### src/rtl/fpa_pkg.sv
// Package with types, codes and constants of the fixed-point unit.
`timescale 1ns / 1ps
package fpa_pkg;

  localparam int WORD_W            = 32;
  localparam int FRACTION_BITS_DEF = 8;

  localparam logic [WORD_W-1:0] SAT_MAX = 32'h7FFF_FFFF;
  localparam logic [WORD_W-1:0] SAT_MIN = 32'h8000_0000;

  typedef enum logic [3:0] {
    KIND_ADD      = 4'd0,
    KIND_SUB      = 4'd1,
    KIND_MUL      = 4'd2,
    KIND_DIV      = 4'd3,
    KIND_GT       = 4'd4,
    KIND_LT       = 4'd5,
    KIND_GE       = 4'd6,
    KIND_LE       = 4'd7,
    KIND_EQ       = 4'd8,
    KIND_NE       = 4'd9,
    KIND_MIN      = 4'd10,
    KIND_MAX      = 4'd11,
    KIND_INC      = 4'd12,
    KIND_DEC      = 4'd13,
    KIND_TO_INT   = 4'd14,
    KIND_FROM_INT = 4'd15
  } kind_t;

  typedef enum logic [1:0] {
    ST_OK   = 2'd0,
    ST_OVF  = 2'd1,
    ST_DIV0 = 2'd2
  } status_t;

  typedef struct packed {
    logic [3:0]               kind;
    logic signed [WORD_W-1:0] first_value;
    logic signed [WORD_W-1:0] second_value;
  } in_beat_t;

  typedef struct packed {
    logic signed [WORD_W-1:0] result_value;
    logic                     compare_true;
    logic [1:0]               status;
  } out_beat_t;

  // Context that travels with each item down the pipeline.
  typedef struct packed {
    logic              valid;
    kind_t             kind;
    logic              neg;
    logic [WORD_W-1:0] res;
    logic              flag;
    status_t           st;
    logic [WORD_W-1:0] mag_a;
    logic [WORD_W-1:0] mag_b;
  } ctx_t;

endpackage

### src/rtl/fpa_mul.sv
// Multiplier stage: registered product of operand magnitudes, divider results passed along.
`timescale 1ns / 1ps
module fpa_mul #(
  parameter int FRACTION_BITS = fpa_pkg::FRACTION_BITS_DEF
) (
  input  logic                                     clk,
  input  logic                                     rst_n,
  input  fpa_pkg::ctx_t                            ctx_in,
  input  logic [fpa_pkg::WORD_W+FRACTION_BITS-1:0] quo_in,
  input  logic [fpa_pkg::WORD_W-1:0]               rem_in,
  output fpa_pkg::ctx_t                            ctx_out,
  output logic [fpa_pkg::WORD_W+FRACTION_BITS-1:0] quo_out,
  output logic [fpa_pkg::WORD_W-1:0]               rem_out,
  output logic [2*fpa_pkg::WORD_W-1:0]             prod_out
);

  fpa_pkg::ctx_t ctx_r;
  logic [fpa_pkg::WORD_W+FRACTION_BITS-1:0] quo_r;
  logic [fpa_pkg::WORD_W-1:0]               rem_r;
  logic [2*fpa_pkg::WORD_W-1:0]             prod_r, prod_nxt;

  assign prod_nxt = ctx_in.mag_a * ctx_in.mag_b;

  always_ff @(posedge clk) begin
    if (!rst_n) begin
      ctx_r.valid <= 1'b0;
    end else begin
      ctx_r  <= ctx_in;
      quo_r  <= quo_in;
      rem_r  <= rem_in;
      prod_r <= prod_nxt;
    end
  end

  assign ctx_out  = ctx_r;
  assign quo_out  = quo_r;
  assign rem_out  = rem_r;
  assign prod_out = prod_r;

endmodule

### config.mk
export PLATFORM = sky130hd
export DESIGN_NAME = fpa_mul
export DESIGN_NICKNAME = d
export VERILOG_FILES = /design/src/rtl/fpa_pkg.sv /design/src/rtl/fpa_mul.sv
export SDC_FILE = /design/constraint.sdc
export NUM_CORES = 2
export LEC_CHECK = 0
export BUFFER_PORTS_ARGS = -buffer_cell sky130_fd_sc_hd__buf_2
export CELL_PAD_IN_SITES_DETAIL_PLACEMENT = 0
export CELL_PAD_IN_SITES_GLOBAL_PLACEMENT = 1
export CORE_AREA = 4 4 325 263
export CTS_BUF_LIST = sky130_fd_sc_hd__clkbuf_16
export CTS_CLUSTER_SIZE = 30
export DETAILED_ROUTE_END_ITERATION = 10
export DIE_AREA = 0 0 329 267
export PLACE_DENSITY = 0.85
export SETUP_SLACK_MARGIN = 0.1
export SYNTH_ARGS = -nofsm -noshare
export SYNTH_HDL_FRONTEND = slang
export SYNTH_SLANG_ARGS = --single-unit
### constraint.sdc
create_clock -name clk -period 21.9 [get_ports clk]
set_input_delay 3.285 -clock clk [delete_from_list [all_inputs] [get_ports clk]]
set_output_delay 3.285 -clock clk [all_outputs]
set_load 0.01 [all_outputs]
; ---- Word-level counts from Yosys, hierarchy flattened
; Index checks and enable logic that the tools add are counted.
[classes]
multipliers = 1
[op_table]
columns = operator, count
row1 = multiplier 32 x 32 -> 64 bit, 1
[word_totals]
regBits = 241
wordCells = 12

; ---- Longest topological paths before layout
[depth]
word_depth = 1
depth_mapped = 27

; ---- Least setup slack after synthesis
; Ideal clock, no wire load.
[synth_path]
path_type = input -> register
start = input port ctx_in[56] in the netlist's numbering
end = register prod_r (netlist bit prod_out[60]), data pin
path_stages = 25
arrival_ns = 9.773
slack_ns = 11.947
setup_ns = 0.180
path_buffers = 2
cell_sequence = clkbuf_1 > nand2_1 > fa_1 > inv_1 > fa_1 > inv_1 > fa_1 > inv_1 > fa_1 > fa_1 > fa_1 > fa_1 > inv_1 > fa_1 > inv_1 > ha_1 > buf_2 > and3_1 > nand2_1 > or3_1 > o221ai_1 > a31oi_1 > o31ai_2 > a21boi_2 > o311ai_1
[synth_via]
elab_chain_len = 1
[synth_rtl]
columns = element, line
row1 = "start, declared", fpa_mul.sv:8  ; input fpa_pkg::ctx_t ctx_in,
row2 = multiplier 32 x 32 -> 64 bit, fpa_mul.sv:22  ; assign prod_nxt = ctx_in.mag_a * ctx_in.mag_b;
row3 = "named net prod_nxt, one bit", fpa_mul.sv:20  ; logic [2*fpa_pkg::WORD_W-1:0] prod_r, prod_nxt;
row4 = "end signal, assigned", fpa_mul.sv:31  ; prod_r <= prod_nxt;
row5 = "end, declared", fpa_mul.sv:20
; The timed path passes the listed nets, and every way through them passes these cells.
; A chain may end at the register's enable or synchronous reset.

; ---- Final worst setup path
[layout_path]
start = input port ctx_in[10] in the netlist's numbering
end = register prod_r (netlist bit prod_out[60]), data pin
; Same word-level chain as after synthesis.

==> summary.txt <==
ANT nets after route: 0
Syn Nets: 5296
Synth unique cells: 69
Status: finished, final reports clean
Maximum clock path buffer count: 3
Post-CTS Hold Buffers: 0
Initial DRT Pass Iterations: 6
PortBufs: 419
Worst hold-check path type: input pin to flip-flop
Setup ws final: 11.28 ns
Number of setup buffers added after CTS: 0
Starting Density: 0.497
Final setup viols: 0
Setup crit end: prod_out[60]$_DFFE_PP_
Max-slew headroom: 0.289
Synth warn: 0
Avg WL per Cell: 21.3 um
Final setup TNS: 0 ns
Worst-path clk slew: 0.06 ns
Mean Syn Cell Area: 10.3 sq um
Kind of critical path: input pin to flip-flop
Synthesized instance count: 3958
Post-synth EDFFs: 240
FMAX: 94.1 MHz
Pin count of the biggest net entering global routing: 90
CP max FO: 33
# clock sinks: 241
CTS tree: built
Nets: 5535
Critical Path End Type: flip-flop
Via Count: 28000
Boundary pin count: 420
Tcrit/Tclk final: 0.485
Row count: 94
DP Wirelength: 89.2 mm
Synthesized cell area: 0.0407 sq mm
Fin. max-slew vios: 0
Worst Max-Slew Pin Slew: 1.07 ns
Total GRT Usage: 0.269
P&R area growth vs syn: 9.01%
Area of the core: 0.0820 sq mm
Initial antenna violation count: 2
RSZ-0062 raised after global routing: no
DR iter-0 viols: 1972
Drt total wl: 113 mm
Die W: 329 um
Synth Register Bits: 241
Root buffer cell: clkbuf_16
Setup WS pre-CTS: 10.72 ns
Post-CTS sizing: 0
Vias in the first global route: 29700
Max-Cap Viols: 0
Crit start category: input pin
Seq/Total Area, Yosys: 0.177
Die height: 267 um
Vias per cell: 5.26
Total grt overflow: 0
Async S/R FF share, synth: 0
Drc violations: 0
Total die area: 0.0878 sq mm
Worst EP required: 22.24 ns
GPL Wtd Cong: 0.911
Crit. Startpoint: ctx_in[10]
Share of cells above drive strength 1: 0.114
Global-route wire length before repair: 180 mm
CTS HTree Levels: 1
Final Hold Viols: 0
Main synth FF type: edfxtp_1
TritonCTS buffer count: 29
Arr. time, crit path: 10.96 ns
Fin crit period: 10.62 ns
[layer usage]
metal	share of wire	routed length (um)	track usage	up-vias
met2	0.41	46300	0.377	1200
met1	0.44	50200	0.394	14400
met4	0.020	2210	0.0491	2
met3	0.13	14500	0.114	130
met5	0.00011	13	0	-
li1	-	-	-	12300
[synth_stat cells (3+ instances only)]
cell,instances,share of area
o21ai_0,26,0.0032
and3_1,14,0.0022
a211oi_1,5,0.00092
nand2b_1,4,0.00061
ha_1,263,0.081
xor2_1,22,0.0047
edfxtp_1,240,0.18
inv_1,859,0.079
o21a_1,7,0.0013
o21ai_1,12,0.0015
o2111ai_1,3,0.00065
o21bai_1,6,0.0011
fa_1,896,0.44
buf_2,4,0.00049
nand3_1,15,0.0018
o211ai_1,4,0.00074
nand2_1,479,0.044
and2_1,604,0.093
clkbuf_1,207,0.019
nor3_1,10,0.0012
xnor2_1,36,0.0077
a31oi_1,8,0.0012
nor2_1,38,0.0035
a21oi_1,73,0.0090
a221oi_1,6,0.0013
a21o_1,38,0.0070
nor2b_1,9,0.0014
nand4_1,16,0.0025
[sequential cells by signal, indices dropped and copies added, names as in the netlist]
name,flops
ctx_out,105
prod_out,64
quo_out,40
rem_out,32
[how the worst min path moves through the flow]
| stage | start | end | depth (start not counted) |
|---|---|---|---|
| 6_report | rem_in[4] | rem_out[4]$_DFFE_PP_ | 1 |
| 5_1_grt | quo_in[32] | quo_out[32]$_DFFE_PP_ | 1 |
| 3_5_place_dp | quo_in[20] | quo_out[20]$_DFFE_PP_ | 1 |
| 4_1_cts | ctx_in[93] | ctx_out[93]$_DFFE_PP_ | 1 |
| 3_3_place_gp | quo_in[20] | quo_out[20]$_DFFE_PP_ | 1 |
| 2_1_floorplan | ctx_in[0] | ctx_out[0]$_DFFE_PP_ | 0 |
[worst max-delay path, cell delays in order]
cell      delay (ns)
buf_2           0.66
and2_1          0.26
fa_1            0.44
fa_1            0.55
inv_1           0.06
fa_1            0.50
fa_1            0.51
inv_1           0.05
fa_1            0.55
fa_1            0.44
fa_1            0.59
fa_1            0.50
ha_1            0.48
a21oi_1         0.32
nand2_1         0.08
a221oi_1        0.38
o221ai_1        0.16
a31oi_1         0.55
o31ai_2         0.24
a21boi_2        0.20
o311ai_1        0.12
[cell usage in the layout (no fill, tap or decap), types with 14 or more instances in the layout]
cell,count
fa_1,896
inv_1,864
and2_1,604
nand2_1,479
buf_2,418
ha_1,263
edfxtp_1,240
a21oi_1,73
nor2_1,38
a21o_1,38
xnor2_1,36
clkbuf_16,29
o21ai_0,26
xor2_1,22
nand4_1,16
nand3_1,15
and3_1,14
[kinds of logic (layout without fill, tap and decap cells)]
family | count (synthesis) | after routing | share of synthesized area
multiplexers | 2 | 2 | 0.000522
AO/OA/AOI/OAI | 223 | 223 | 0.0361
adder cells (fa/ha/maj) | 1159 | 1159 | 0.521
XOR/XNOR | 58 | 58 | 0.0125
flip-flops | 241 | 241 | 0.177
other | 0 | 2 | 0
buffers and inverters | 1074 | 1336 | 0.0997
AND/OR/NAND/NOR | 1201 | 1201 | 0.153
[area by class of cell]
type / instances / area, sq um
Clock inverter: 25 / 256
Sequential cell: 241 / 7230
Antenna cell: 2 / 5.00
Timing Repair Buffer: 423 / 2140
Fill cell: 7291 / 37600
Multi-Input combinational cell: 2643 / 29400
Tap cell: 1104 / 1380
Clock buffer: 29 / 726
Inverter: 859 / 3220
[through the flow]
| step | utilization | instances | area [sq um] | hold slack, ns |
|---|---|---|---|---|
| 6_report | 0.542 | 5326 | 44400 | 2.82 |
| 5_1_grt | 0.542 | 5324 | 44400 | 2.80 |
| 4_1_cts | 0.542 | 5324 | 44400 | 2.78 |
| 3_5_place_dp | 0.530 | 5270 | 43400 | 3.46 |
| 3_3_place_gp | 0.530 | 5270 | 43400 | 3.46 |
| 2_1_floorplan | - | 3958 | 40700 | 3.38 |
Power is left out: the tool's default activity adds up to more than one toggle a clock period on the data nets, which glitch-free logic cannot reach.
