<file path="src/rtl/fpa_pkg.sv">
// Package with types, codes and constants of the fixed-point unit.
`timescale 1ns / 1ps
package fpa_pkg;

  localparam int WORD_W            = 32;
  localparam int FRACTION_BITS_DEF = 8;

  localparam logic [WORD_W-1:0] SAT_MAX = 32'h7FFF_FFFF;
  localparam logic [WORD_W-1:0] SAT_MIN = 32'h8000_0000;

  typedef enum logic [3:0] {
    KIND_ADD      = 4'd0,
    KIND_SUB      = 4'd1,
    KIND_MUL      = 4'd2,
    KIND_DIV      = 4'd3,
    KIND_GT       = 4'd4,
    KIND_LT       = 4'd5,
    KIND_GE       = 4'd6,
    KIND_LE       = 4'd7,
    KIND_EQ       = 4'd8,
    KIND_NE       = 4'd9,
    KIND_MIN      = 4'd10,
    KIND_MAX      = 4'd11,
    KIND_INC      = 4'd12,
    KIND_DEC      = 4'd13,
    KIND_TO_INT   = 4'd14,
    KIND_FROM_INT = 4'd15
  } kind_t;

  typedef enum logic [1:0] {
    ST_OK   = 2'd0,
    ST_OVF  = 2'd1,
    ST_DIV0 = 2'd2
  } status_t;

  typedef struct packed {
    logic [3:0]               kind;
    logic signed [WORD_W-1:0] first_value;
    logic signed [WORD_W-1:0] second_value;
  } in_beat_t;

  typedef struct packed {
    logic signed [WORD_W-1:0] result_value;
    logic                     compare_true;
    logic [1:0]               status;
  } out_beat_t;

  // Context that travels with each item down the pipeline.
  typedef struct packed {
    logic              valid;
    kind_t             kind;
    logic              neg;
    logic [WORD_W-1:0] res;
    logic              flag;
    status_t           st;
    logic [WORD_W-1:0] mag_a;
    logic [WORD_W-1:0] mag_b;
  } ctx_t;

endpackage

</file>
<file path="src/rtl/fpa_post.sv">
// Rounding, sign and saturation stages that form the output beat.
`timescale 1ns / 1ps
module fpa_post #(
  parameter int FRACTION_BITS = fpa_pkg::FRACTION_BITS_DEF
) (
  input  logic                                     clk,
  input  logic                                     rst_n,
  input  fpa_pkg::ctx_t                            ctx_in,
  input  logic [fpa_pkg::WORD_W+FRACTION_BITS-1:0] quo_in,
  input  logic [fpa_pkg::WORD_W-1:0]               rem_in,
  input  logic [2*fpa_pkg::WORD_W-1:0]             prod_in,
  output logic                                     strobe,
  output fpa_pkg::out_beat_t                       beat
);

  localparam logic [63:0] HALF = 64'd1 << (FRACTION_BITS - 1);

  fpa_pkg::ctx_t      ctx_r;
  logic [63:0]        mag_r, mag_nxt;
  logic               rnd;
  fpa_pkg::out_beat_t beat_r, beat_nxt;
  logic               strobe_r;
  logic [31:0]        low;

  // Round step: ties go away from zero since the magnitude is rounded.
  always_comb begin
    rnd = {rem_in, 1'b0} >= {1'b0, ctx_in.mag_b};
    if (ctx_in.kind == fpa_pkg::KIND_MUL) begin
      mag_nxt = (prod_in + HALF) >> FRACTION_BITS;
    end else begin
      mag_nxt = 64'(quo_in) + 64'(rnd);
    end
  end

  always_comb begin
    low      = mag_r[31:0];
    beat_nxt = '0;
    beat_nxt.compare_true = ctx_r.flag;
    beat_nxt.status       = ctx_r.st;
    beat_nxt.result_value = ctx_r.res;
    if ((ctx_r.kind == fpa_pkg::KIND_MUL) ||
        (ctx_r.kind == fpa_pkg::KIND_DIV && ctx_r.st == fpa_pkg::ST_OK)) begin
      if (ctx_r.neg) begin
        if (mag_r > 64'h8000_0000) begin
          beat_nxt.result_value = fpa_pkg::SAT_MIN;
          beat_nxt.status       = fpa_pkg::ST_OVF;
        end else begin
          beat_nxt.result_value = 32'(-low);
        end
      end else begin
        if (mag_r > 64'h7FFF_FFFF) begin
          beat_nxt.result_value = fpa_pkg::SAT_MAX;
          beat_nxt.status       = fpa_pkg::ST_OVF;
        end else begin
          beat_nxt.result_value = low;
        end
      end
    end
  end

  always_ff @(posedge clk) begin
    if (!rst_n) begin
      ctx_r.valid <= 1'b0;
      strobe_r    <= 1'b0;
    end else begin
      ctx_r    <= ctx_in;
      mag_r    <= mag_nxt;
      strobe_r <= ctx_r.valid;
      beat_r   <= beat_nxt;
    end
  end

  assign strobe = strobe_r;
  assign beat   = beat_r;

endmodule

</file>
<file path="config.mk">
export PLATFORM = sky130hd
export DESIGN_NAME = fpa_post
export DESIGN_NICKNAME = d
export VERILOG_FILES = /design/src/rtl/fpa_pkg.sv /design/src/rtl/fpa_post.sv
export SDC_FILE = /design/constraint.sdc
export NUM_CORES = 1
export LEC_CHECK = 0
export BUFFER_PORTS_ARGS = -buffer_cell sky130_fd_sc_hd__buf_2
export CAP_MARGIN = 40
export CORE_MARGIN = 2
export CORE_UTILIZATION = 55
export DETAILED_ROUTE_END_ITERATION = 6
export PLACE_DENSITY = 0.86
export SYNTH_ARGS = -nofsm -noshare
export SYNTH_HDL_FRONTEND = slang
export SYNTH_SLANG_ARGS = --single-unit
</file>
<file path="constraint.sdc">
create_clock -name clk -period 9.9 [get_ports clk]
set_clock_uncertainty 0.1 [all_clocks]
set_input_delay 1.98 -clock clk [delete_from_list [all_inputs] [get_ports clk]]
set_output_delay 1.98 -clock clk [all_outputs]
set_load 0.01 [all_outputs]
</file>
# [After elaboration in Yosys (flattened, before gate mapping)]
# Cells that the tools add are included.
[classes] add_sub_neg=3 mul=0 div=0 n_lt_le_gt_ge=3 eq_ne=3 shift=0 n_mux=9 bitwise=0 n_reduce_logical=3
[ops] operator="2-to-1 mux 32 bit" count=4
[ops] operator="adder 64 x 8 -> 64 bit (second input constant)" count=1
[ops] operator="greater-than comparator 64 x 31 -> 1 bit (second input constant)" count=1
[ops] operator="greater-than comparator 64 x 32 -> 1 bit (second input constant)" count=1
[ops] operator="2-to-1 mux 56 bit" count=1
[ops] operator="adder 40 x 1 -> 41 bit" count=1
[ops] operator="greater-or-equal comparator 33 x 32 -> 1 bit" count=1
[ops] operator="negator 32 bit" count=1
[ops] operator="equality test 4 x 2 -> 1 bit (second input constant)" count=3
[ops] operator="2-to-1 mux 2 bit" count=4
[ops] operator="zero test 2 bit" count=1
[ops] operator="logical AND 1 bit" count=1
[ops] operator="logical OR 1 bit" count=1
[word_totals] register_bits=141 latchBits=0 ram_bits=0 rom_bits=0 input_bits=243 output_inout_bits=36 mem_count=0

# [Logic depth before layout (Yosys ltp)]
[logic_depth] ltp_word=4 ltp_mapped=16

# [Least setup slack after synthesis]
# No wires, ideal clock.
[synth_path] path_kind="input-to-reg" from="in ctx_in[6] (netlist bit)" to="reg mag_r[39], data pin" setup_ns=0.276 arrival_time_ns=4.725 setup_slack_ns=4.799 stages=15 path_cell_list="inv_1 ha_1 a211oi_1 o22ai_1 nor4_1 a2111oi_0 o21ai_0 nand3_1 ha_1 nand2_1 nor4_2 nand4_1 nor3_1 xnor2_1 a22oi_1"
[synth_between] elab_chain_len=3
[synth_rtl] item="start, declared" line_no="fpa_post.sv:8" rtl="input fpa_pkg::ctx_t ctx_in,"
[synth_rtl] item="greater-or-equal comparator 33 x 32 -> 1 bit" line_no="fpa_post.sv:27" rtl="rnd = {rem_in, 1'b0} >= {1'b0, ctx_in.mag_b};"
[synth_rtl] item="adder 40 x 1 -> 41 bit" line_no="fpa_post.sv:31" rtl="mag_nxt = 64'(quo_in) + 64'(rnd);"
[synth_rtl] item="2-to-1 mux 56 bit" line_no="fpa_post.sv:28" rtl="if (ctx_in.kind == fpa_pkg::KIND_MUL) begin"
[synth_rtl] item="named net mag_nxt[39]" line_no="fpa_post.sv:19" rtl="logic [63:0] mag_r, mag_nxt;"
[synth_rtl] item="end signal, assigned" line_no="fpa_post.sv:67" rtl="mag_r <= mag_nxt;"
[synth_rtl] item="end, declared" line_no="fpa_post.sv:19"
# The timed path passes the listed nets, and every way through them passes these cells.
# A chain may end at the register's enable or synchronous reset.

# [Worst setup path in the final report]
[layout_path] from="in ctx_in[11] (netlist bit)" to="reg mag_r[39], data pin"
# The elaborated chain is that of the path after synthesis.

==> results.md <==
* Tcrit/Tclk final at 0.566
* Clock latency at the later pin of the worst-skew pair at between 0.4 and 0.5 ns
* DIE HEIGHT at between 100 and 150 um
* Clock root buffer: clkbuf_16
* Final Hold Viols at 0
* Highest Clock Rate at between 150 and 200 MHz
* First-pass GRT wire length at 36300 um
* Hold Buf Count CTS at 0
* FF+latch count, synth at 133
* Netlist cell types at between 60 and 70
* Synth area leader: edfxtp_1
* Remaining Overflow, GRT at 0
* Required time worst endpoint at 9.96 ns
* H-tree levels at 4
* Worst setup EP type: register
* PnR worst setup slack at between 4 and 5 ns
* Worst-margin pin slew at 0.915 ns
* Postcts setup bufs at 0
* Vias in the first global route at 7403
* Clk buf depth at 2
* Maxcap violations at 0
* DIE WIDTH at between 100 and 150 um
* Post-synth EDFFs at approximately 130
* Layout area overhead at 23.4%
* Total CTS buffers at 17
* Post-synthesis sequential area ratio at 0.459
* Clock Sinks at around 130
* Leading post-synthesis cells by cell area: edfxtp_1 (45%), ha_1 (5.1%), xnor2_1 (4.2%)
* First drt pass iteration count at 4
* Drc violations at 0
* Ys Warns at 0
* Via density per instance at 5.82
* Netlist area before placement at about 8700 um^2
* Post-DP HPWL at around 18000 um
* Row count at 45
* IO Count at around 280
* Crit path DAT at 5.66 ns
* Worst slack at placement at about 3.9 ns
* Setup violations, final at 0
* CTS resizes at 0
* Gpl congestion at roughly 0.96
* FFs w/ async S/R, synth at 0
* Critical path class: in2reg
* Worst hold path class: reg2reg
* Status: complete, no violations
* Routed wire per std cell at 17.4 um
* Commonest non-fill, non-tap cell in the layout: buf_2
* Leakage at roughly 4.2 nW
* Routed Antenna Nets at 0
* Final Max Tran Viols at 0
* Fin crit period at around 5.6 ns
* Core Area at 15300 um^2
* Initial antenna violation count at 0
* IO buf count at 239
* GRT Util Overall at 0.282
* Clock slew at reported path FFs at 0.06 ns
* Starting Density at 0.566
* Final net count at approximately 1.4k
* Final Cell Area at about 11000 um^2
* Initial DRC count at 725
* CP max FO at 7
* Syn Inst Count at around 890
* Vias at 7811
* Share of cells above drive strength 1 at 0.263
* CTS tree: done
* Commonest cells after routing, fill and taps aside: buf_2 (238), edfxtp_1 (131), nor2_1 (80)
* Total negative slack at 0 ns
* Top_reg_cell synth: edfxtp_1
* VDD IR max at 0.105 mV
* Synthesized Nets at roughly 1.2k
* Largest net degree at the start of global routing at between 70 and 80
* Top-area cell type share of the netlist area at 0.454
* Die ar. at around 17000 um^2
* Slew margin rel. at 0.385
* Drt total wl at 23300 um
* RSZ-0062 raised after global routing: no
* Power Density at ~150 nW/um^2
* CP Launch Type: input pin
* Cell Area, Placed at around 10000 um^2
* Syn_area_per_cell at 9.78 um^2
-- cells in the mapped netlist (3+ instances only) --
| master | count |
|---|---|
| edfxtp_1 | 131 |
| nor2_1 | 80 |
| nand2_1 | 69 |
| o21ai_0 | 54 |
| nand3_1 | 49 |
| inv_1 | 46 |
| xnor2_1 | 42 |
| xor2_1 | 42 |
| nor3_1 | 39 |
| ha_1 | 35 |
| a21oi_1 | 33 |
| nand4_1 | 31 |
| clkbuf_1 | 25 |
| nor4_1 | 23 |
| mux2i_1 | 18 |
| a31oi_1 | 14 |
| or3_1 | 14 |
| and3_1 | 12 |
| and4_1 | 10 |
| a21o_1 | 9 |
| nand4b_1 | 9 |
| o31a_1 | 8 |
| o31ai_1 | 7 |
| o21a_1 | 6 |
| or2_2 | 6 |
| and2_1 | 5 |
| nand2b_1 | 5 |
| or4_1 | 5 |
| a211oi_1 | 4 |
| buf_6 | 4 |
| nor2b_1 | 4 |
| or4_4 | 4 |
| and3_2 | 3 |
| o22a_1 | 3 |
-- registers in the layout, summed over array words and instances (netlist names) --
| signal | cells |
|---|---|
| ctx_r | 40 |
| strobe | 1 |
| mag_r | 56 |
| beat_nxt | 1 |
| beat | 35 |
-- cell type report --
cell class / count / area [um^2]
Fill cell: 1225 / 4630
Multi-Input combinational cell: 673 / 4350
Sequential cell: 133 / 3970
Timing Repair Buffer: 245 / 1260
Clock buffer: 18 / 429
Tap cell: 211 / 264
Clock inverter: 14 / 230
Inverter: 47 / 176
Antenna cell: 1 / 2.50
-- stage by stage --
step                      power (W)  hold WS [ns]  instances  utilization
final                       0.00160         0.329       1342        0.698
after global routing        0.00167         0.344       1341        0.698
after CTS                   0.00161         0.330       1341        0.698
after detailed placement   0.000916         0.317       1309        0.654
after global placement     0.000907         0.301       1308        0.653
after floorplan            0.000804         0.300        886            -
-- layer usage --
layer,routed length [um],vias up,global-route usage
met5,0,-,0
met2,11100,387,0.464
met1,9360,3601,0.358
met4,713,0,0.127
li1,-,3772,-
met3,2140,51,0.0652
-- worst paths after layout --
path	start	to	slack, ns	depth (start not counted)
worst max-delay path	ctx_in[11]	mag_r[39]	4.30	15
worst min-delay path	ctx_r[104]	strobe	0.33	1
worst max register to register	mag_r[1]	beat[14]	6.41	8
worst min register to register	ctx_r[104]	strobe	0.33	1
-- cell families after synthesis --
logic type / Yosys count / synth area share
and+or+nand+nor: 380 / 0.233
muxes: 18 / 0.0208
adders and majority gates: 35 / 0.0506
DFF: 133 / 0.459
AOI/OAI and AO/OA: 156 / 0.113
buffers and inverters: 80 / 0.0394
xor gates and xnor gates: 84 / 0.0849
-- where the power goes --
group          switching [W]  internal, W
Combinational       0.000118    0.0000902
Sequential         0.0000270     0.000674
Clock               0.000226     0.000470
Total               0.000371      0.00123
-- worst max-delay path, stage by stage --
cell       delay [ns]
buf_2            0.08
inv_1            0.04
ha_1             0.28
and4_1           0.19
o21ai_0          0.08
a2111oi_0        0.40
o21ai_0          0.14
nand3_1          0.13
ha_1             0.19
nand2_1          0.11
nor4_2           0.80
nand4_1          0.52
nor3_1           0.43
xnor2_1          0.17
a22oi_1          0.11
Power figures use the tool's default switching activity.
