`src/rtl/fpa_pkg.sv`:
```
// Package with types, codes and constants of the fixed-point unit.
`timescale 1ns / 1ps
package fpa_pkg;

  localparam int WORD_W            = 32;
  localparam int FRACTION_BITS_DEF = 8;

  localparam logic [WORD_W-1:0] SAT_MAX = 32'h7FFF_FFFF;
  localparam logic [WORD_W-1:0] SAT_MIN = 32'h8000_0000;

  typedef enum logic [3:0] {
    KIND_ADD      = 4'd0,
    KIND_SUB      = 4'd1,
    KIND_MUL      = 4'd2,
    KIND_DIV      = 4'd3,
    KIND_GT       = 4'd4,
    KIND_LT       = 4'd5,
    KIND_GE       = 4'd6,
    KIND_LE       = 4'd7,
    KIND_EQ       = 4'd8,
    KIND_NE       = 4'd9,
    KIND_MIN      = 4'd10,
    KIND_MAX      = 4'd11,
    KIND_INC      = 4'd12,
    KIND_DEC      = 4'd13,
    KIND_TO_INT   = 4'd14,
    KIND_FROM_INT = 4'd15
  } kind_t;

  typedef enum logic [1:0] {
    ST_OK   = 2'd0,
    ST_OVF  = 2'd1,
    ST_DIV0 = 2'd2
  } status_t;

  typedef struct packed {
    logic [3:0]               kind;
    logic signed [WORD_W-1:0] first_value;
    logic signed [WORD_W-1:0] second_value;
  } in_beat_t;

  typedef struct packed {
    logic signed [WORD_W-1:0] result_value;
    logic                     compare_true;
    logic [1:0]               status;
  } out_beat_t;

  // Context that travels with each item down the pipeline.
  typedef struct packed {
    logic              valid;
    kind_t             kind;
    logic              neg;
    logic [WORD_W-1:0] res;
    logic              flag;
    status_t           st;
    logic [WORD_W-1:0] mag_a;
    logic [WORD_W-1:0] mag_b;
  } ctx_t;

endpackage

```
`src/rtl/fpa_prep.sv`:
```
// Decode stage: simple operations, operand magnitudes and divide-by-zero handling.
`timescale 1ns / 1ps
module fpa_prep #(
  parameter int FRACTION_BITS = fpa_pkg::FRACTION_BITS_DEF
) (
  input  logic             clk,
  input  logic             rst_n,
  input  logic             accept,
  input  fpa_pkg::in_beat_t in_beat,
  output fpa_pkg::ctx_t    ctx_out
);

  fpa_pkg::ctx_t ctx_r, ctx_nxt;

  logic signed [31:0] a, b;
  logic signed [32:0] add_s, sub_s, inc_s, dec_s;
  logic [FRACTION_BITS:0] top_bits;
  logic from_ovf;

  always_comb begin
    a        = in_beat.first_value;
    b        = in_beat.second_value;
    add_s    = {a[31], a} + {b[31], b};
    sub_s    = {a[31], a} - {b[31], b};
    inc_s    = {a[31], a} + 33'sd1;
    dec_s    = {a[31], a} - 33'sd1;
    top_bits = a[31:31-FRACTION_BITS];
    from_ovf = !((&top_bits) || !(|top_bits));

    ctx_nxt       = '0;
    ctx_nxt.valid = accept;
    ctx_nxt.kind  = fpa_pkg::kind_t'(in_beat.kind);
    ctx_nxt.st    = fpa_pkg::ST_OK;
    ctx_nxt.neg   = a[31] ^ b[31];
    ctx_nxt.mag_a = a[31] ? 32'(-a) : a;
    ctx_nxt.mag_b = b[31] ? 32'(-b) : b;

    case (fpa_pkg::kind_t'(in_beat.kind))
      fpa_pkg::KIND_ADD: begin
        if (add_s[32] != add_s[31]) begin
          ctx_nxt.st  = fpa_pkg::ST_OVF;
          ctx_nxt.res = add_s[32] ? fpa_pkg::SAT_MIN : fpa_pkg::SAT_MAX;
        end else begin
          ctx_nxt.res = add_s[31:0];
        end
      end
      fpa_pkg::KIND_SUB: begin
        if (sub_s[32] != sub_s[31]) begin
          ctx_nxt.st  = fpa_pkg::ST_OVF;
          ctx_nxt.res = sub_s[32] ? fpa_pkg::SAT_MIN : fpa_pkg::SAT_MAX;
        end else begin
          ctx_nxt.res = sub_s[31:0];
        end
      end
      fpa_pkg::KIND_INC: begin
        if (inc_s[32] != inc_s[31]) begin
          ctx_nxt.st  = fpa_pkg::ST_OVF;
          ctx_nxt.res = fpa_pkg::SAT_MAX;
        end else begin
          ctx_nxt.res = inc_s[31:0];
        end
      end
      fpa_pkg::KIND_DEC: begin
        if (dec_s[32] != dec_s[31]) begin
          ctx_nxt.st  = fpa_pkg::ST_OVF;
          ctx_nxt.res = fpa_pkg::SAT_MIN;
        end else begin
          ctx_nxt.res = dec_s[31:0];
        end
      end
      fpa_pkg::KIND_DIV: begin
        if (b == 32'sd0) begin
          ctx_nxt.st  = fpa_pkg::ST_DIV0;
          ctx_nxt.res = a[31] ? fpa_pkg::SAT_MIN :
                        ((a != 32'sd0) ? fpa_pkg::SAT_MAX : '0);
        end
      end
      fpa_pkg::KIND_GT:  ctx_nxt.flag = a > b;
      fpa_pkg::KIND_LT:  ctx_nxt.flag = a < b;
      fpa_pkg::KIND_GE:  ctx_nxt.flag = a >= b;
      fpa_pkg::KIND_LE:  ctx_nxt.flag = a <= b;
      fpa_pkg::KIND_EQ:  ctx_nxt.flag = a == b;
      fpa_pkg::KIND_NE:  ctx_nxt.flag = a != b;
      fpa_pkg::KIND_MIN: ctx_nxt.res  = (a < b) ? a : b;
      fpa_pkg::KIND_MAX: ctx_nxt.res  = (a > b) ? a : b;
      fpa_pkg::KIND_TO_INT: ctx_nxt.res = a >>> FRACTION_BITS;
      fpa_pkg::KIND_FROM_INT: begin
        if (from_ovf) begin
          ctx_nxt.st  = fpa_pkg::ST_OVF;
          ctx_nxt.res = a[31] ? fpa_pkg::SAT_MIN : fpa_pkg::SAT_MAX;
        end else begin
          ctx_nxt.res = a <<< FRACTION_BITS;
        end
      end
      default: ctx_nxt.res = '0;
    endcase
  end

  always_ff @(posedge clk) begin
    if (!rst_n) begin
      ctx_r.valid <= 1'b0;
    end else begin
      ctx_r <= ctx_nxt;
    end
  end

  assign ctx_out = ctx_r;

endmodule

```
`config.mk`:
```
export PLATFORM = sky130hd
export DESIGN_NAME = fpa_prep
export DESIGN_NICKNAME = d
export VERILOG_FILES = /design/src/rtl/fpa_pkg.sv /design/src/rtl/fpa_prep.sv
export SDC_FILE = /design/constraint.sdc
export NUM_CORES = 1
export LEC_CHECK = 0
export BUFFER_PORTS_ARGS = -buffer_cell sky130_fd_sc_hd__buf_2
export CAP_MARGIN = 20
export CELL_PAD_IN_SITES_DETAIL_PLACEMENT = 1
export CELL_PAD_IN_SITES_GLOBAL_PLACEMENT = 1
export CORE_MARGIN = 2
export CORE_UTILIZATION = 40
export CTS_CLUSTER_DIAMETER = 120
export CTS_CLUSTER_SIZE = 24
export DETAILED_ROUTE_END_ITERATION = 7
export GPL_TIMING_DRIVEN = 0
export PLACE_DENSITY_LB_ADDON = 0.08
export RECOVER_POWER = 50
export SLEW_MARGIN = 30
export SYNTH_ARGS = -nofsm -noshare
export SYNTH_HDL_FRONTEND = slang
export SYNTH_SLANG_ARGS = --single-unit
```
`constraint.sdc`:
```
create_clock -name clk -period 6.1 [get_ports clk]
set_input_delay 0.915 -clock clk [delete_from_list [all_inputs] [get_ports clk]]
set_output_delay 0.915 -clock clk [all_outputs]
set_load 0.1 [all_outputs]
```
# == Word level (Yosys, flattened, before mapping) ==
# Cells that the tools add are included.
# totals
register_bits,105
out_inout_bits,105
elab_cells,72
# op_classes
add_sub_neg,6
order_cmp,4
eq_ne,20
mux,24
bitwise_logic,1
n_reduce_logical,7
# op_table
cell,count
$mux W32,12
$pmux W32 S9,1
$mux W31,3
$neg A32 Y32,2
$add A32 B2 Y33 const B,1
$add A32 B32 Y33,1
$sub A32 B2 Y33 const B,1
$sub A32 B32 Y33,1
$eq A32 B32 Y1,1
$eq A4 B4 Y1 const B,8
$ge A32 B32 Y1,1
$gt A32 B32 Y1,1
$le A32 B32 Y1,1
$logic_not A32 Y1,1
$lt A32 B32 Y1,1
$ne A32 B32 Y1,1
$reduce_bool A32 Y1,1
$eq A4 B3 Y1 const B,4
$pmux W2 S6,1
$reduce_and A9 Y1,1
$reduce_or A9 Y1,1
$pmux W1 S6,1
$mux W1,5
$eq A4 B1 Y1 const B,1
other kinds (7),10

# == Depth between registers and ports, before layout ==
# Gate-level depths: netlist of run 1.
# depth
depth_word,5
mapped_depth,17
mapped_depth_nobuf,14

# == Worst setup path before layout of run 1 ==
# OpenSTA, ideal clock, no wires.
# synth_timing
path_type,input -> register
start,in in_beat[44] (netlist name)
end,"reg ctx_r (netlist bit ctx_out[90]), data pin"
setup_ps,158
arrival_time_ps,4417
required_time_ps,5942
path_slack_ps,1525
cell_stages,17
path_buffers,4
cell_sequence,clkbuf_1 or3_1 or4_1 buf_2 or2_2 nor2_1 nand2_1 xnor2_1 ha_1 or4_1 clkbuf_1 clkbuf_1 o32a_1 o211ai_1 a21oi_1 o221a_2 o211ai_1
# synth_lines
element,line,source
"start, declared",fpa_prep.sv:9,"input fpa_pkg::in_beat_t in_beat,"
"end signal, assigned",fpa_prep.sv:103,ctx_r <= ctx_nxt;
"end, declared",fpa_prep.sv:13,"fpa_pkg::ctx_t ctx_r, ctx_nxt;"

==> run summary, run 1 <==
Status: finished, violations left
Failing checks: capacitance limit, slew limit
Avg Cell Area, Syn: 7.81 um^2
Worst setup EP type: flip-flop
Via/cell ratio: 6.43
TritonCTS clock tree: built
Final setup viols: 0
Initial antenna violation count: 0
Post-route minimum period: 5.93 ns
Post-route cell area: 13900 um^2
DR WL met2: 27300 um
Crit path required time: 6.32 ns
Area of the die: 32000 um^2
Vias in the first global route: 13.5k
Fmax: 0.169 GHz
GPL Wtd Cong: 0.976
Initial Util: 0.403
DR iter-0 viols: 1734
Placeable Area: 30300 um^2
Pre-antenna DRT Iters: 7
Commonest non-fill, non-tap cell in the layout: o21ai_0
Switching power: 1.66 mW
CP Buf/Inv Count: 6
Clk root buf: clkbuf_16
Unrepaired setup endpoints after global routing: false
Final hold violations: 0
Slew headroom: -1.41
Crit Path Max Fanout: 10
CTS max path bufs: 2
Total track usage: 0.375
Ys async rst share: 0
Height of the die: 179 um
Switch share: 0.517
Total Wirelength: 60300 um
H-tree levels: 3
EDFF count, synth: 104
Post-Place Cell Area: 13600 um^2
Slowest CP cell: a2111oi_1
Clock share of power: 0.194
Clock-pin slew of the registers on the worst-case setup and hold paths: 0.09 ns
Met3 WL: 4320 um
Leakage power: 5.19 nW
Hold Buf Count CTS: 0
Most frequent CP cell: clkbuf_1
Yosys warns: 0
HPWL after DPL: 48700 um
Antenna diodes: 0
Crit path arrival time: 6.14 ns
Seq pwr share: 0.285
Utilization after layout: 0.457
Period Utilization, post-route: 0.972
Max cap viols: 2
Family with the most delay on the worst path: compound AO/OA/AOI/OAI gates
Num CTS Buffers: 9
Post-route ant nets: 0
Grt total ovfl: 0
Crit path cell chain: buf_2 -> clkbuf_1 -> inv_1 -> ha_1 -> clkbuf_1 -> nand2_1 -> a2111oi_1 -> a31o_2 -> nor3_1 -> a211oi_1 -> clkbuf_1 -> clkbuf_1 -> o21ai_0 -> nand4_1
Critical path class: input pin to flip-flop
Yosys top cell area share: 0.255
Die span in x: 179 um
Nets: 1895
Largest vdd supply drop: 0.137 mV
Share of layout cells above drive strength 1: 0.104
# fillers: 3875
CP Launch Type: input pin
# port buffers: 175
Slew Viols, Final: 108
Via Count: 13.8k
Internal Power: 1.55 mW
Synthesized Nets: 1708
Hold crit path type: input pin to flip-flop
Synth area leader: edfxtp_1
Clock sink count: 105
Sequential-to-total area share from yosys stat: 0.257
Combinational power share: 0.521
# rows: 64
Mapped cell area: 12200 um^2
First-pass GRT wire length: 88100 um
CP peak stage delay: 0.91 ns
Post-synth top flop: edfxtp_1
Worst-margin pin slew: 3.62 ns
Largest cells by area after synthesis: edfxtp_1, xnor2_1, ha_1, o21ai_0, a21oi_1
Most frequent cells in the layout: o21ai_0, clkbuf_1, buf_2, nor2_1, xnor2_1
Top layer in use: met4
Area Overhead vs Synth: 13.3%
Residual DRC: 0
Drt wl/cell: 28.0 um
Ports: 176
Largest net degree at the start of global routing: 68
Max reg flops: 105
Synth Register Bits: 105
PwrDens: 231 nW/um^2
M1 wire length: 26700 um
Library cells used by synthesis: 75
Synthesized instance count: 1566
-- final cells by class --
| type | count | area (um^2) | area share |
|---|---|---|---|
| sequential | 105 | 3140 | 0.227 |
| multi-input combinational | 1265 | 8340 | 0.602 |
| tap | 396 | 495 | 0.0358 |
| clock inverter | 7 | 72.6 | 0.00524 |
| clock buffer | 9 | 225 | 0.0163 |
| timing repair buffer | 176 | 820 | 0.0591 |
| inverter | 74 | 278 | 0.0200 |
| buffer | 122 | 479 | 0.0346 |
-- through the flow --
step	worst slack, ns	setup TNS, ns	hold WS [ns]	power [mW]	std cells
2_1_floorplan	1.52	0	1.01	2.12	1566
3_3_place_gp	-0.303	-1.91	1.12	2.56	2137
3_5_place_dp	-0.292	-1.99	1.13	2.57	2138
4_1_cts	0.0942	0	0.731	3.19	2154
5_1_grt	0.0817	0	0.742	3.33	2154
6_report	0.173	0	0.739	3.21	2154
-- timing repair --
action                     in CTS  in global routing
buffers inserted                0                  0
resized for setup               0                  1
hold endpoints to repair        0                  0
setup endpoints to repair       0                 10
-- cell usage after synthesis, drive strengths merged, types with 26 or more instances --
cell type	n
o21ai	154
nor2	117
xnor2	115
a21oi	109
nand2	109
edfxtp	104
clkbuf	101
nand3	72
inv	70
ha	69
nor3	44
nand4	37
xor2	30
mux2i	27
o211ai	26
-- final timing paths --
check / startpoint / end / slack [ns] / cells after the start
worst max-delay path: in_beat[21] / ctx_out[88] / 0.17 / 14
worst min-delay path: accept / ctx_out[104] / 0.74 / 2
-- power by group through the flow --
stage | Combinational [mW] | Sequential [mW] | Clock [mW]
after floorplan | 0.629 | 1.49 | 0
after global placement | 1.63 | 0.925 | 0
after detailed placement | 1.65 | 0.925 | 0
after CTS | 1.65 | 0.910 | 0.628
after global routing | 1.75 | 0.923 | 0.653
final | 1.67 | 0.913 | 0.622
-- logic make-up after synthesis --
| group | count (synthesis) | share of synthesized area |
|---|---|---|
| buffers and inverters | 196 | 0.0619 |
| XOR/XNOR | 145 | 0.104 |
| adder cells (fa/ha/maj) | 71 | 0.0739 |
| multiplexers | 35 | 0.0295 |
| AND/OR/NAND/NOR | 528 | 0.217 |
| flip-flops | 105 | 0.257 |
| AO/OA/AOI/OAI | 486 | 0.257 |
-- routing by layer --
layer,global-route usage,up-vias
met2,0.595,693
met5,0,-
li1,-,6200
met4,0.124,0
met3,0.0373,111
met1,0.531,6844
(Power assumes the default switching activity.)
==> inputs of run 2 (changes only) <==
--- a/config.mk
+++ b/config.mk
@@ -9,7 +9,6 @@
 export CAP_MARGIN = 20
 export CELL_PAD_IN_SITES_DETAIL_PLACEMENT = 1
 export CELL_PAD_IN_SITES_GLOBAL_PLACEMENT = 1
-export CORE_MARGIN = 2
 export CORE_UTILIZATION = 40
 export CTS_CLUSTER_DIAMETER = 120
 export CTS_CLUSTER_SIZE = 24
==> run 2 against run 1 <==
Compared with the run above: the flow still finishes with violations (capacitance limit, slew limit); core utilization is 0.69 points higher; first-iteration DRC count shrank 11%; wire length decreased by 0.21%; critical endpoint is now ctx_out[94]; non-clock buffer count unchanged; clock power rose by 1%; fmax decreased by 0.64%; largest power group unchanged; critical path depth unchanged.
==> run summary, run 2 (synthesized netlist as in run 1, its figures left out) <==
Crit Path Max Fanout: 10
Setup WS post-layout: 0.136 ns
Clock sink count: 105
# rows: 63
Crit path required time: 6.18 ns
Most frequent CP cell: clkbuf_1
Combinational power share: 0.519
Crit path cell chain: buf_2 -> clkbuf_1 -> or3_1 -> or4_1 -> buf_2 -> nor3_1 -> a21oi_1 -> ha_1 -> or4_1 -> clkbuf_1 -> clkbuf_1 -> o21ai_0 -> a2111oi_0 -> nand4_1
Height of the die: 177 um
Clock-pin slew of the registers on the worst-case setup and hold paths: 0.09 ns
Critical path class: input pin to flip-flop
Fin Hold WS: 0.726 ns
TritonCTS clock tree: built
Met2 usage: 0.625
CP peak stage delay: 0.95 ns
Post-Place Cell Area: 13600 um^2
Die span in x: 177 um
GPL Wtd Cong: 0.991
Largest net degree at the start of global routing: 68
Share of layout cells above drive strength 1: 0.105
Non-Filler Instances: 2148
Period Utilization, post-route: 0.978
Cells after DPL: 2132
Slew Viols, Final: 108
Hold Crit Start: accept
Commonest non-fill, non-tap cell in the layout: o21ai_0
Failing checks: capacitance limit, slew limit
Vias in the first global route: 13.6k
Crit path arrival time: 6.04 ns
Grt total ovfl: 0
Clk root buf: clkbuf_16
Final hold violations: 0
Hold crit path type: input pin to flip-flop
Total Wirelength: 60200 um
Antenna diodes: 0
Hold Buf Count CTS: 0
Switch share: 0.517
DR iter-0 viols: 1551
Nets: 1895
Clock share of power: 0.196
Setup Buffers After CTS: 0
Residual DRC: 0
Via Count: 13.9k
CP Launch Type: input pin
HPWL after DPL: 48300 um
Drt wl/cell: 28.0 um
Grt met3 use: 0.0427
H-tree levels: 3
Final setup viols: 0
Routing usage on met1: 0.531
Largest vdd supply drop: 0.118 mV
Status: finished, violations left
Area Overhead vs Synth: 13.2%
PwrDens: 232 nW/um^2
Pre-antenna DRT Iters: 6
GR peak layer: met2
Initial antenna violation count: 1
Area of the die: 31300 um^2
Initial Util: 0.409
# port buffers: 175
Slowest CP cell: a2111oi_0
Max cap viols: 2
Max reg flops: 105
Post-route minimum period: 5.96 ns
Ports: 176
Total track usage: 0.384
Worst setup EP type: flip-flop
Num CTS Buffers: 9
Slew headroom: -1.43
Post-route cell area: 13800 um^2
Switching power: 1.66 mW
Worst-margin pin slew: 3.65 ns
Post-route ant nets: 0
Leakage power: 5.19 nW
Crit path from: in_beat[44]
Seq pwr share: 0.285
Worst slack, placed: -0.324 ns
Most frequent cells in the layout: o21ai_0, clkbuf_1, buf_2, nor2_1, xnor2_1
Via/cell ratio: 6.47
Fmax: 0.168 GHz
First-pass GRT wire length: 88400 um
CTS max path bufs: 2
Unrepaired setup endpoints after global routing: false
Internal Power: 1.55 mW
Placeable Area: 29900 um^2
==> run 2: cell count changes in the layout (fill, tap and decap cells not counted), sizes merged <==
cell      previous run  this run
clkinvlp             0         1
inv                 74        75
clkbuf             159       160
clkinv               7         4
==> run 2: routing by layer <==
layer | part of all wire | wire length [um]
met5 | 0.00022 | 13
met4 | 0.027 | 1620
met2 | 0.46 | 28000
met1 | 0.44 | 26200
met3 | 0.073 | 4390
==> run 2: path summary, 6_finish.rpt <==
check	endpoint	slack [ns]	cells past startpoint
worst min-delay path	ctx_out[104]	0.73	2
worst max-delay path	ctx_out[94]	0.14	14
==> run 2: repair_timing <==
item	in CTS	in global routing
endpoints found under the setup margin	0	12
resized for setup	0	2
endpoints found under the hold margin	0	0
==> run 2: final cells by class <==
| cell class | instances | area, um^2 |
|---|---|---|
| plain buffers | 122 | 479 |
| clock buffers | 10 | 229 |
| clock inverters | 6 | 56.3 |
| fillers | 3830 | 16000 |
| inverters | 74 | 278 |
| multi-input cells | 1265 | 8350 |
| flip-flops and latches | 105 | 3140 |
| well taps | 390 | 488 |
| repair buffers | 176 | 820 |
==> run 2: power groups by stage <==
stage	Sequential, mW	Combinational [mW]	Clock (mW)
after floorplan	1.49	0.629	0
after global placement	0.925	1.62	0
after detailed placement	0.926	1.64	0
after CTS	0.911	1.65	0.631
after global routing	0.921	1.74	0.647
final	0.914	1.67	0.628
==> run 2: worst max-delay path: cells and delay by family <==
family                     cells  cell delay, ns
adders and majority gates      1            0.36
buffers and inverters          5            1.45
and+or+nand+nor                5            1.93
AOI/OAI and AO/OA              3            1.37
==> run 2: stage by stage <==
stage | utilization | power (mW) | setup TNS (ns)
floorplan | - | 2.12 | 0
global placement | 0.455 | 2.55 | -2.58
detailed placement | 0.456 | 2.57 | -2.47
CTS | 0.466 | 3.19 | 0
global route | 0.463 | 3.31 | 0
finish | 0.463 | 3.21 | 0
==> inputs of run 3 (changes only) <==
--- a/config.mk
+++ b/config.mk
@@ -10,6 +10,7 @@
 export CELL_PAD_IN_SITES_DETAIL_PLACEMENT = 1
 export CELL_PAD_IN_SITES_GLOBAL_PLACEMENT = 1
 export CORE_UTILIZATION = 40
+export CTS_BUF_LIST = sky130_fd_sc_hd__clkbuf_8
 export CTS_CLUSTER_DIAMETER = 120
 export CTS_CLUSTER_SIZE = 24
 export DETAILED_ROUTE_END_ITERATION = 7
==> run 3 against run 2 <==
Compared with the run above: the flow still finishes with violations (capacitance limit, slew limit); sequential share of layout area is 0.18 points higher; combinational power barely moved; critical path depth did not move; via count decreased by 0.19%; clock-buffer cell count down 1; total power is 4.8% lower; hold slack worse by 0.037 ns.
==> run summary, run 3 (synthesized netlist as in run 1, its figures left out) <==
Status: finished, violations left
Failing checks: capacitance limit, slew limit
CP Launch Type: input pin
Post-route minimum period: 5.84 ns
Nets: 1895
Final hold violations: 0
GPL Wtd Cong: 0.991
Commonest non-fill, non-tap cell in the layout: o21ai_0
Die span in x: 177 um
CP Buf/Inv Count: 4
Ports: 176
Unrepaired setup endpoints after global routing: false
Crit path arrival time: 5.96 ns
Area of the die: 31300 um^2
# rows: 63
Setup WS post-layout: 0.263 ns
Placeable Area: 29900 um^2
Final setup viols: 0
Share of layout cells above drive strength 1: 0.104
Fin Hold WS: 0.689 ns
Num CTS Buffers: 9
Height of the die: 177 um
Post-route ant nets: 0
Pre-antenna DRT Iters: 7
Most frequent CP cell: clkbuf_1
Crit Path Max Fanout: 10
Total track usage: 0.382
Largest net degree at the start of global routing: 68
Period Utilization, post-route: 0.957
Max reg flops: 105
Most frequent cells in the layout: o21ai_0, clkbuf_1, buf_2, nor2_1, xnor2_1
Clk root buf: clkbuf_8
Hold Buf Count CTS: 0
CP peak stage delay: 0.89 ns
Crit path cell chain: clkbuf_1 -> inv_1 -> ha_1 -> nor2b_1 -> nand2_1 -> nor3_1 -> a21oi_1 -> ha_1 -> or4_1 -> clkbuf_1 -> clkbuf_1 -> o21ai_0 -> a2111oi_0 -> nand4_1
Setup Buffers After CTS: 0
PwrDens: 222 nW/um^2
Fmax: 0.171 GHz
HPWL after DPL: 48300 um
Post_cts resized: 0
H-tree levels: 3
Hold crit path type: input pin to flip-flop
Vias in the first global route: 13.6k
Worst slack, placed: -0.324 ns
Critical path class: input pin to flip-flop
Antenna diodes: 0
Max cap viols: 2
Total Wirelength: 60000 um
Slew Viols, Final: 108
Slowest CP cell: a2111oi_0
Worst setup EP type: flip-flop
DR iter-0 viols: 1548
Setup TNS: 0 ns
Drt wl/cell: 27.9 um
TritonCTS clock tree: built
Leakage power: 5.14 nW
Clock sink count: 105
First-pass GRT wire length: 88000 um
Slew headroom: -1.42
Worst-margin pin slew: 3.63 ns
Family with the most delay on the worst path: simple AND/OR/NAND/NOR gates
Grt total ovfl: 0
CTS max path bufs: 2
Via Count: 13.9k
Initial antenna violation count: 2
Clock-pin slew of the registers on the worst-case setup and hold paths: 0.12 ns
Largest vdd supply drop: 0.118 mV
# port buffers: 175
Initial Util: 0.409
Crit path required time: 6.23 ns
Residual DRC: 0
Via/cell ratio: 6.46
Total power: 3.05 mW
Area Overhead vs Synth: 12.3%
run 3: cell count changes in the layout (fill, tap and decap cells not counted):
cell	change
buf_2	-1
a211oi_2	-1
inv_1	+1
clkbuf_2	+1
clkbuf_1	-1
a211oi_1	+1
clkbuf_8	+9
clkbuf_16	-9
run 3: cell type report:
type | count | area, um^2
clock buffers | 9 | 124
fillers | 3843 | 16100
inverters | 74 | 278
multi-input cells | 1265 | 8350
flip-flops and latches | 105 | 3140
clock inverters | 7 | 60.1
repair buffers | 176 | 818
well taps | 390 | 488
plain buffers | 122 | 480
run 3: path summary, 6_finish.rpt:
path	startpoint	endpoint	slack, ns	cells past startpoint
max	in_beat[33]	ctx_out[94]	0.26	14
min	accept	ctx_out[104]	0.69	2
run 3: metrics by stage:
stage,std cells,instance area (um^2),utilization
finish,2148,13700,0.460
global route,2148,13700,0.460
CTS,2148,13800,0.463
detailed placement,2132,13600,0.456
global placement,2131,13600,0.455
floorplan,1566,12200,-
run 3: layer usage:
| metal | track usage | vias up | routed length [um] |
|---|---|---|---|
| met5 | 0 | - | 13 |
| met3 | 0.0447 | 122 | 3980 |
| met2 | 0.613 | 627 | 27500 |
| met4 | 0.128 | 2 | 1950 |
| li1 | - | 6188 | - |
| met1 | 0.528 | 6929 | 26600 |
run 3: power by group:
group / total (mW) / internal [mW] / switching, mW
logic: 1.66 / 0.367 / 1.30
registers: 0.914 / 0.892 / 0.0215
clock network: 0.474 / 0.158 / 0.316
total: 3.05 / 1.42 / 1.64
